--- src/sv/prime_field_alu_top_macros.svh ---
// ---------------------------------------------------------------------------
// prime_field_alu_top_macros
// assertion macros for the prime field alu, empty when SYNTH is set
// ---------------------------------------------------------------------------
`ifndef PRIME_FIELD_ALU_TOP_MACROS_SVH
`define PRIME_FIELD_ALU_TOP_MACROS_SVH

`ifndef SYNTH
// same-cycle implication, sampled on clk, off during rst
`define PFA_ASSERT_NOW(label, ante, cons, msg) \
  label: assert property (@(posedge clk) disable iff (rst) (ante) |-> (cons)) \
    else $error(msg);
// next-cycle implication, sampled on clk, off during rst
`define PFA_ASSERT_NEXT(label, ante, cons, msg) \
  label: assert property (@(posedge clk) disable iff (rst) (ante) |=> (cons)) \
    else $error(msg);
`else
`define PFA_ASSERT_NOW(label, ante, cons, msg)
`define PFA_ASSERT_NEXT(label, ante, cons, msg)
`endif

`endif

--- src/sv/pfa_pkg.sv ---
`timescale 1ns / 1ps
// ---------------------------------------------------------------------------
// pfa_pkg
// shared types and constants of the prime field alu
// ---------------------------------------------------------------------------
package pfa_pkg;

  localparam int WORD_BITS_DEF = 8;
  localparam int CMD_BITS      = 3;

  typedef enum logic [CMD_BITS-1:0] {
    CMD_ADD = 3'd0,
    CMD_SUB = 3'd1,
    CMD_MUL = 3'd2,
    CMD_DIV = 3'd3,
    CMD_INV = 3'd4,
    CMD_NEG = 3'd5
  } cmd_t;

  typedef enum logic [2:0] {
    S_IDLE,
    S_RED_A,
    S_RED_B,
    S_MUL,
    S_INV
  } state_t;

  // status of the inverse search unit
  typedef struct packed {
    logic done;
    logic found;
  } inv_stat_t;

endpackage

--- src/sv/pfa_serial_mul.sv ---
`timescale 1ns / 1ps
// ---------------------------------------------------------------------------
// pfa_serial_mul
// bit-serial modular multiplier, one multiplier bit per cycle, msb first
// ---------------------------------------------------------------------------
module pfa_serial_mul import pfa_pkg::*; #(
  parameter int W = WORD_BITS_DEF
) (
  input  logic         clk,
  input  logic         rst,
  input  logic         go,
  input  logic [W-1:0] mcand,    // must be below modulus
  input  logic [W-1:0] mplier,
  input  logic [W-1:0] modulus,
  output logic         done,
  output logic [W-1:0] prod
);

  localparam int CW = $clog2(W + 1);

  logic [W-1:0]  acc;
  logic [W-1:0]  shreg;
  logic [W-1:0]  mc;
  logic [CW-1:0] cnt;
  logic          run;

  logic [W:0] dbl;
  logic [W:0] dbl_red;
  logic [W:0] sum;
  logic [W:0] sum_red;

  // acc = (2*acc + bit*mc) mod p, two compare-subtract steps
  always_comb begin
    dbl     = {acc, 1'b0};
    dbl_red = (dbl >= {1'b0, modulus}) ? dbl - {1'b0, modulus} : dbl;
    sum     = {1'b0, dbl_red[W-1:0]} + (shreg[W-1] ? {1'b0, mc} : '0);
    sum_red = (sum >= {1'b0, modulus}) ? sum - {1'b0, modulus} : sum;
  end

  always_ff @(posedge clk) begin
    if (rst) begin
      run  <= 1'b0;
      done <= 1'b0;
      cnt  <= '0;
    end else begin
      done <= 1'b0;
      if (go) begin
        run <= 1'b1;
        cnt <= CW'(W);
      end else if (run) begin
        cnt <= cnt - 1'b1;
        if (cnt == CW'(1)) begin
          run  <= 1'b0;
          done <= 1'b1;
        end
      end
    end
  end

  always_ff @(posedge clk) begin
    if (go) begin
      acc   <= '0;
      shreg <= mplier;
      mc    <= mcand;
    end else if (run) begin
      acc   <= sum_red[W-1:0];
      shreg <= {shreg[W-2:0], 1'b0};
    end
  end

  assign prod = acc;

endmodule

--- src/sv/pfa_inv_search.sv ---
`timescale 1ns / 1ps
// ---------------------------------------------------------------------------
// pfa_inv_search
// serial inverse search, steps i by one and x*i mod p by x each cycle
// ---------------------------------------------------------------------------
module pfa_inv_search import pfa_pkg::*; #(
  parameter int W = WORD_BITS_DEF
) (
  input  logic         clk,
  input  logic         rst,
  input  logic         go,
  input  logic [W-1:0] x,        // reduced operand, below modulus
  input  logic [W-1:0] modulus,  // at least two
  output inv_stat_t    stat,
  output logic [W-1:0] inv
);

  logic [W-1:0] idx;
  logic [W-1:0] acc;
  logic [W-1:0] xr;
  logic         run;

  logic [W:0] sum;
  logic [W:0] sum_red;

  always_comb begin
    sum     = {1'b0, acc} + {1'b0, xr};
    sum_red = (sum >= {1'b0, modulus}) ? sum - {1'b0, modulus} : sum;
  end

  always_ff @(posedge clk) begin
    if (rst) begin
      run        <= 1'b0;
      stat.done  <= 1'b0;
      stat.found <= 1'b0;
    end else begin
      stat.done <= 1'b0;
      if (go) begin
        run <= 1'b1;
      end else if (run) begin
        if (acc == W'(1)) begin
          run        <= 1'b0;
          stat.done  <= 1'b1;
          stat.found <= 1'b1;
        end else if (idx == modulus - W'(1)) begin
          run        <= 1'b0;
          stat.done  <= 1'b1;
          stat.found <= 1'b0;
        end
      end
    end
  end

  always_ff @(posedge clk) begin
    if (go) begin
      idx <= W'(1);
      acc <= x;
      xr  <= x;
    end else if (run) begin
      if (acc == W'(1)) begin
        inv <= idx;
      end else if (idx == modulus - W'(1)) begin
        inv <= '0;
      end else begin
        idx <= idx + W'(1);
        acc <= sum_red[W-1:0];
      end
    end
  end

endmodule

--- src/sv/pfa_seq.sv ---
`timescale 1ns / 1ps
// ---------------------------------------------------------------------------
// pfa_seq
// command sequencer, operand holding and final add, subtract or negate step
// ---------------------------------------------------------------------------
module pfa_seq import pfa_pkg::*; #(
  parameter int W = WORD_BITS_DEF
) (
  input  logic                clk,
  input  logic                rst,
  input  logic                start,
  input  logic [CMD_BITS-1:0] command,
  input  logic [W-1:0]        operand_a,
  input  logic [W-1:0]        operand_b,
  input  logic [W-1:0]        modulus,
  output logic                busy,
  output logic                done,
  output logic [W-1:0]        result,
  output logic                no_inverse,
  output logic                mul_go,
  output logic [W-1:0]        mul_mcand,
  output logic [W-1:0]        mul_mplier,
  input  logic [W-1:0]        mul_prod,
  input  logic                mul_done,
  output logic                inv_go,
  output logic [W-1:0]        inv_x,
  input  inv_stat_t           inv_stat,
  input  logic [W-1:0]        inv_val
);

  state_t       state, state_next;
  cmd_t         cmd, cmd_next;
  logic [W-1:0] b_hold, b_hold_next;
  logic [W-1:0] ar, ar_next;
  logic         done_next;
  logic [W-1:0] result_next;
  logic         no_inverse_next;

  logic [W:0]   sum;
  logic [W:0]   sum_red;
  logic [W-1:0] diff;
  logic         trivial;

  always_ff @(posedge clk) begin
    if (rst) begin
      state <= S_IDLE;
      done  <= 1'b0;
    end else begin
      state <= state_next;
      done  <= done_next;
    end
  end

  always_ff @(posedge clk) begin
    cmd        <= cmd_next;
    b_hold     <= b_hold_next;
    ar         <= ar_next;
    result     <= result_next;
    no_inverse <= no_inverse_next;
  end

  always_comb begin
    sum     = {1'b0, ar} + {1'b0, mul_prod};
    sum_red = (sum >= {1'b0, modulus}) ? sum - {1'b0, modulus} : sum;
    // wraps back into range when ar < b
    diff    = (ar < mul_prod) ? ar - mul_prod + modulus : ar - mul_prod;
    // no field, or a command code with no meaning
    trivial = (modulus < W'(2)) || (command > CMD_NEG);
  end

  always_comb begin
    state_next      = state;
    cmd_next        = cmd;
    b_hold_next     = b_hold;
    ar_next         = ar;
    done_next       = 1'b0;
    result_next     = result;
    no_inverse_next = no_inverse;
    mul_go          = 1'b0;
    mul_mcand       = W'(1);
    mul_mplier      = operand_a;
    inv_go          = 1'b0;
    inv_x           = mul_prod;

    unique case (state)
      S_IDLE: begin
        if (start) begin
          cmd_next    = cmd_t'(command);
          b_hold_next = operand_b;
          if (trivial) begin
            done_next       = 1'b1;
            result_next     = '0;
            no_inverse_next = (command == CMD_DIV || command == CMD_INV) &&
                              (modulus < W'(2));
          end else begin
            // reduce a as 1 * a mod p
            mul_go     = 1'b1;
            state_next = S_RED_A;
          end
        end
      end
      S_RED_A: begin
        if (mul_done) begin
          ar_next = mul_prod;
          unique case (cmd)
            CMD_INV: begin
              inv_go     = 1'b1;
              state_next = S_INV;
            end
            CMD_NEG: begin
              result_next     = (mul_prod == '0) ? '0 : modulus - mul_prod;
              no_inverse_next = 1'b0;
              done_next       = 1'b1;
              state_next      = S_IDLE;
            end
            default: begin
              mul_go     = 1'b1;
              mul_mplier = b_hold;
              state_next = S_RED_B;
            end
          endcase
        end
      end
      S_RED_B: begin
        if (mul_done) begin
          unique case (cmd)
            CMD_ADD: begin
              result_next     = sum_red[W-1:0];
              no_inverse_next = 1'b0;
              done_next       = 1'b1;
              state_next      = S_IDLE;
            end
            CMD_SUB: begin
              result_next     = diff;
              no_inverse_next = 1'b0;
              done_next       = 1'b1;
              state_next      = S_IDLE;
            end
            CMD_MUL: begin
              mul_go     = 1'b1;
              mul_mcand  = ar;
              mul_mplier = mul_prod;
              state_next = S_MUL;
            end
            CMD_DIV: begin
              inv_go     = 1'b1;
              state_next = S_INV;
            end
            default: begin
              result_next     = '0;
              no_inverse_next = 1'b0;
              done_next       = 1'b1;
              state_next      = S_IDLE;
            end
          endcase
        end
      end
      S_MUL: begin
        if (mul_done) begin
          result_next     = mul_prod;
          no_inverse_next = 1'b0;
          done_next       = 1'b1;
          state_next      = S_IDLE;
        end
      end
      S_INV: begin
        if (inv_stat.done) begin
          if (cmd == CMD_DIV && inv_stat.found) begin
            mul_go     = 1'b1;
            mul_mcand  = ar;
            mul_mplier = inv_val;
            state_next = S_MUL;
          end else begin
            result_next     = inv_stat.found ? inv_val : '0;
            no_inverse_next = !inv_stat.found;
            done_next       = 1'b1;
            state_next      = S_IDLE;
          end
        end
      end
      default: begin
        state_next = S_IDLE;
      end
    endcase
  end

  assign busy = (state != S_IDLE);

endmodule

--- src/sv/prime_field_alu_top.sv ---
// work per command: an unused command or a modulus below 2 is answered from idle;
//   additive inverse reduces a; add and subtract reduce a and b; multiply also
//   multiplies them; inverse reduces a and searches; divide reduces both, finds 1/b, multiplies
// throughput: one transfer at a time, the next start is taken once busy drops
// rate is set by the bit-serial multiplier and the one-step inverse search
// rst (synchronous) returns the sequencer to idle and loads modulus 2
`timescale 1ns / 1ps
`include "prime_field_alu_top_macros.svh"
// ---------------------------------------------------------------------------
// prime_field_alu_top
// GF(p) arithmetic unit: add, subtract, multiply, divide and both inverses
// ---------------------------------------------------------------------------
module prime_field_alu_top import pfa_pkg::*; #(
  parameter int WORD_BITS = WORD_BITS_DEF
) (
  input  logic                 clk,
  input  logic                 rst,
  // command side, transfer when start is high and busy is low
  input  logic                 start,
  output logic                 busy,
  input  logic [CMD_BITS-1:0]  command,
  input  logic [WORD_BITS-1:0] operand_a,
  input  logic [WORD_BITS-1:0] operand_b,
  // modulus register write
  input  logic                 modulus_we,
  input  logic [WORD_BITS-1:0] modulus_data,
  // result side, one-cycle strobe, no backpressure
  output logic                 done,
  output logic [WORD_BITS-1:0] result,
  output logic                 no_inverse
);

  // field modulus, to be written only while idle; the block itself does not enforce this
  logic [WORD_BITS-1:0] modulus_reg;

  // multiplier hookup
  logic                 mul_go;
  logic [WORD_BITS-1:0] mul_mcand;
  logic [WORD_BITS-1:0] mul_mplier;
  logic [WORD_BITS-1:0] mul_prod;
  logic                 mul_done;

  // inverse search hookup
  logic                 inv_go;
  logic [WORD_BITS-1:0] inv_x;
  inv_stat_t            inv_stat;
  logic [WORD_BITS-1:0] inv_val;

  always_ff @(posedge clk) begin
    if (rst) begin
      modulus_reg <= WORD_BITS'(2);
    end else if (modulus_we) begin
      modulus_reg <= modulus_data;
    end
  end

  // sequencer: reduces a, and b where needed, through the multiplier (as 1*x mod p), then
  // finishes add/sub/neg directly or hands off to multiply or search
  pfa_seq #(
    .W (WORD_BITS)
  ) u_seq (
    .clk        (clk),
    .rst        (rst),
    .start      (start),
    .command    (command),
    .operand_a  (operand_a),
    .operand_b  (operand_b),
    .modulus    (modulus_reg),
    .busy       (busy),
    .done       (done),
    .result     (result),
    .no_inverse (no_inverse),
    .mul_go     (mul_go),
    .mul_mcand  (mul_mcand),
    .mul_mplier (mul_mplier),
    .mul_prod   (mul_prod),
    .mul_done   (mul_done),
    .inv_go     (inv_go),
    .inv_x      (inv_x),
    .inv_stat   (inv_stat),
    .inv_val    (inv_val)
  );

  // shared modular multiplier, one bit of the multiplier per cycle
  pfa_serial_mul #(
    .W (WORD_BITS)
  ) u_mul (
    .clk     (clk),
    .rst     (rst),
    .go      (mul_go),
    .mcand   (mul_mcand),
    .mplier  (mul_mplier),
    .modulus (modulus_reg),
    .done    (mul_done),
    .prod    (mul_prod)
  );

  // inverse search, first i with x*i mod p == 1
  pfa_inv_search #(
    .W (WORD_BITS)
  ) u_inv (
    .clk     (clk),
    .rst     (rst),
    .go      (inv_go),
    .x       (inv_x),
    .modulus (modulus_reg),
    .stat    (inv_stat),
    .inv     (inv_val)
  );

  // results always land in range when a field exists
  `PFA_ASSERT_NOW(a_result_range, done && (modulus_reg >= WORD_BITS'(2)), result < modulus_reg, "result not reduced")
  // a missing inverse always reports zero
  `PFA_ASSERT_NOW(a_noinv_zero, done && no_inverse, result == '0, "no_inverse with nonzero result")
  // the sequencer is back in idle when the strobe fires
  `PFA_ASSERT_NOW(a_done_idle, done, !busy, "result strobe while busy")
  // without a field the answer comes in the next cycle
  `PFA_ASSERT_NEXT(a_trivial_fast, start && !busy && (modulus_reg < WORD_BITS'(2)), done, "no-field item not answered at once")

endmodule
--- config.mk ---
export PLATFORM = sky130hd
export DESIGN_NAME = prime_field_alu_top
export DESIGN_NICKNAME = d
export VERILOG_FILES = /design/src/sv/pfa_pkg.sv /design/src/sv/pfa_serial_mul.sv /design/src/sv/pfa_inv_search.sv /design/src/sv/pfa_seq.sv /design/src/sv/prime_field_alu_top.sv
export VERILOG_INCLUDE_DIRS = /design/src /design/src/sv
export SDC_FILE = /design/constraint.sdc
export NUM_CORES = 1
export LEC_CHECK = 0
export ABC_AREA = 1
export ABC_CLOCK_PERIOD_IN_PS = 5550
export BUFFER_PORTS_ARGS = -buffer_cell sky130_fd_sc_hd__buf_2
export CAP_MARGIN = 20
export CORE_MARGIN = 3
export CORE_UTILIZATION = 29
export CTS_BUF_LIST = sky130_fd_sc_hd__clkbuf_4
export DETAILED_ROUTE_END_ITERATION = 8
export REMOVE_ABC_BUFFERS = 1
export SYNTH_ARGS = -nofsm -noshare
export SYNTH_HDL_FRONTEND = slang
export SYNTH_SLANG_ARGS = --single-unit
--- constraint.sdc ---
create_clock -name clk -period 5.55 [get_ports clk]
set_input_delay 0.2775 -clock clk [delete_from_list [all_inputs] [get_ports clk]]
set_output_delay 0.2775 -clock clk [all_outputs]
set_load 0.02 [all_outputs]
==> impl_metrics.py <==
metrics = {
    "placed_design": {
        "gp_congestion": 0.9653,
        "post-place-cells": 1644,
        "dp_hpwl_um": 22320,
        "dpl_cell_area_mm2": 0.009575,
        "io_buffers": 41,
    },
    "cts": {
        "clock_sinks": 105,
        "h-tree-depth": 3,
        "cts_root_buffer": "clkbuf_4",
        "cts_buffers": 9,
        "cts_setup_buffers": 0,
        "post_cts_resized": 0,
        "ctsHoldBuffers": 11,
        "clk_pin_slew_worst_paths_ps": 170,
        "cts_tree": "done",
        "cts_buffer_depth": 2,
        "clk_latency_ps": 510,
    },
    "cells_and_area": {
        "final_area_mm2": 0.009831,
        "area_growth_pct": 10.10,
        "nFillCells": 3231,
        "layout.cells.non_filler": 1672,
        "n_antenna_cell": 0,
        "drive_above_1_share": 0.09204,
        "nNetsFinal": 1401,
    },
    "drt": {
        "route.detailed.wl_per_inst_um": 16.74,
        "ant_nets": 0,
        "viasPerCell": 5.017,
        "vias": 8389,
        "drtPass1Iterations": 5,
        "route.detailed.drc": 0,
        "drt_iter0_markers": 774,
        "wl_um": 27990,
    },
    "min_path": {
        "hold_depth": 2,
        "hold_start": "rst",
        "whs_endpoint": "u_seq.state[2]",
        "hold_class": "in2reg",
    },
    "global_route": {
        "grt_start_max_net_pins": 28,
        "grt_first_pass_wirelength_um": 43700,
        "grt_usage": 0.1679,
        "grt_overflow_total": 0,
        "first_global_vias": 7939,
        "antenna_found_initial": 0,
    },
    "synth": {
        "ys_seq_area_frac": 0.3117,
        "synth_cell_types": 49,
        "synth_cells": 1223,
        "ys_seq_elements": 105,
        "syn-mean-instance-area_um2": 7.301,
        "synth_edf_count": 68,
        "yosysWarnings": 0,
        "ys_async_sr_fraction": 0,
        "netlist_area_mm2": 0.008929,
        "synth_ff_type": "edfxtp_1",
    },
    "timing": {
        "slew_violations": 0,
        "finalHoldViolCount": 0,
        "slew_headroom": 0.2659,
        "maxClockFrequency_mhz": 200.5,
        "fin_setup_tns_ps": 0,
        "finClkSkew_ps": 16.89,
        "tightest_slew_ps": 1101,
        "fin_crit_sh": 0.8986,
        "rsz0062_at_grt": "no",
        "period_minus_slack_ps": 4987,
        "setup_violations": 0,
    },
    "floorplan": {
        "dieArea_mm2": 0.03293,
        "start_util": 0.2981,
        "coreArea_mm2": 0.02995,
        "die_h_um": 181.5,
        "rows": 63,
        "die_x_um": 181.5,
        "io_pins": 42,
    },
    "critical_path": {
        "r2r_setup_slack_ps": 560,
        "criticalPathCategory": "reg2reg",
        "cp-start-kind": "register",
        "r2r_end": "u_mul.prod[3]",
        "critical_path_required_ps": 5970,
        "r2r_start": "modulus_reg[2]",
        "crit_path_end_kind": "register",
        "arrival_ps": 5410,
        "cp_max_fo": 12,
        "r2r_cells": 26,
    },
    "outcome": {
        "status": "finished, final reports clean",
    },
    "power": {
        "power_density_mw_per_mm2": 435.9,
        "p_total_w": 0.004285,
        "p_leak_nw": 4.675,
        "vdd_drop_max_mv": 0.3116,
    },
    "flow_run": {
        "drv_cap": 0,
    },
}
synth_stat cells, types with 2 or more instances:
cell | n | area (µm²)
nand4_1 | 37 | 231.5
nand3_1 | 110 | 550.5
a211oi_1 | 3 | 22.52
o21bai_1 | 9 | 67.56
o21ai_0 | 40 | 200.2
xor2_1 | 38 | 332.8
nor3_1 | 11 | 55.05
buf_6 | 2 | 22.52
o21a_1 | 2 | 15.01
fa_1 | 10 | 200.2
inv_2 | 20 | 75.07
nand2_1 | 274 | 1028
a21oi_1 | 74 | 370.4
or2_2 | 5 | 31.28
inv_1 | 184 | 690.7
xnor2_1 | 13 | 113.9
buf_8 | 2 | 30.03
a31oi_1 | 9 | 56.30
o211ai_1 | 6 | 45.04
o221ai_1 | 4 | 35.03
o22ai_2 | 3 | 37.54
a31o_2 | 2 | 17.52
o21ai_1 | 13 | 65.06
nand2_2 | 5 | 31.28
nor2_1 | 105 | 394.1
nand3_2 | 3 | 30.03
clkbuf_1 | 7 | 26.28
or2_1 | 2 | 12.51
a21o_1 | 3 | 22.52
edfxtp_1 | 68 | 2042
dfxtp_1 | 37 | 740.7
ha_1 | 83 | 1039
buf_2 | 10 | 50.05
a31oi_2 | 2 | 25.02
nor2_2 | 5 | 31.28
o22ai_1 | 9 | 56.30
cell type report:
cell class,count,area [µm²],share of cell area
timing repair buffer,64,405.4,0.04124
sequential,105,2783,0.2831
inverter,205,769.5,0.07827
tap,390,488.0,0.04964
clock inverter,5,55.05,0.005600
multi-input combinational,892,5248,0.5338
clock buffer,11,82.58,0.008400
per-stage QoR:
stage          hold WS [ps]  setup WS, ps    util
2_1_floorplan         346.6          1134       -
3_3_place_gp          452.4         811.3  0.3194
3_5_place_dp          455.6         694.1  0.3197
4_1_cts               37.40         662.1  0.3279
5_1_grt               62.16         107.5  0.3282
6_report              79.20         562.6  0.3282
report_power, final:
group	internal (W)	switching (W)	leakage, nW
registers	0.000913	0.0000439	0.936
logic	0.00103	0.00188	3.67
clock network	0.000146	0.000281	0.0711
total	0.00208	0.00220	4.67
critical path, stage by stage, from the launching register on:
cell,delay [ps]
dfxtp_1,530
inv_2,170
ha_1,390
a21oi_1,160
nand2_1,100
nand4_1,80
o211ai_1,120
nand2_1,120
nand2_1,210
o21ai_0,330
inv_1,100
fa_1,440
inv_1,90
nand4_1,100
nand3_1,130
xor2_1,220
inv_1,60
ha_1,330
a21oi_1,160
o21a_1,130
nand2_1,60
nand2_1,130
nand3_1,340
nand3_1,190
nand3_1,80
nand2_1,70
inv_1,40
layout by cell type (no fill, tap or decap), drive strengths merged, types with 2 or more instances in the layout:
| cell type | synthesis | routed |
|---|---|---|
| o21ai | 54 | 54 |
| a21oi | 75 | 75 |
| a31o | 2 | 2 |
| o21a | 2 | 2 |
| nand3 | 113 | 113 |
| nor3 | 12 | 12 |
| o22ai | 12 | 12 |
| o21bai | 9 | 9 |
| inv | 204 | 205 |
| nand2 | 279 | 279 |
| nand4 | 37 | 37 |
| o221ai | 4 | 4 |
| fa | 10 | 10 |
| or2 | 7 | 7 |
| a211oi | 3 | 3 |
| edfxtp | 68 | 68 |
| buf | 14 | 52 |
| dfxtp | 37 | 37 |
| a21o | 3 | 3 |
| a31oi | 11 | 11 |
| ha | 83 | 83 |
| clkbuf | 7 | 12 |
| xor2 | 38 | 38 |
| dlygate4sd3 | 0 | 11 |
| clkinvlp | 0 | 2 |
| nor2 | 112 | 112 |
| xnor2 | 13 | 13 |
| o211ai | 6 | 6 |
| clkinv | 1 | 2 |
cell families (layout without fill, tap and decap cells):
logic type      count (synthesis)  in the layout  share of synthesized area
simple gates                  563            563                     0.2762
buf+inv                       226            285                     0.1006
compound gates                185            185                     0.1228
flops                         105            105                     0.3117
fa+ha+maj                      93             93                     0.1387
xor+xnor                       51             51                    0.05003
routing by layer:
layer | routed length [µm] | up-vias | GRT usage | part of all wire
met5 | 0 | - | 0 | 0
met4 | 907 | 0 | 0.05911 | 0.032
met3 | 1400 | 46 | 0.02183 | 0.050
met1 | 12480 | 3916 | 0.2184 | 0.45
met2 | 13200 | 260 | 0.2866 | 0.47
li1 | - | 4167 | - | -
worst max path at each step:
stage	start	endpoint	cells past startpoint
2_1_floorplan	modulus_reg[1]	u_mul.prod[0]	23
3_3_place_gp	modulus_reg[0]	u_mul.prod[0]	22
3_5_place_dp	modulus_reg[2]	u_mul.prod[3]	26
4_1_cts	modulus_reg[2]	u_mul.prod[3]	26
5_1_grt	modulus_reg[2]	u_mul.prod[3]	29
6_report	modulus_reg[2]	u_mul.prod[3]	26
No activity file was read; power rests on OpenSTA's default activity.
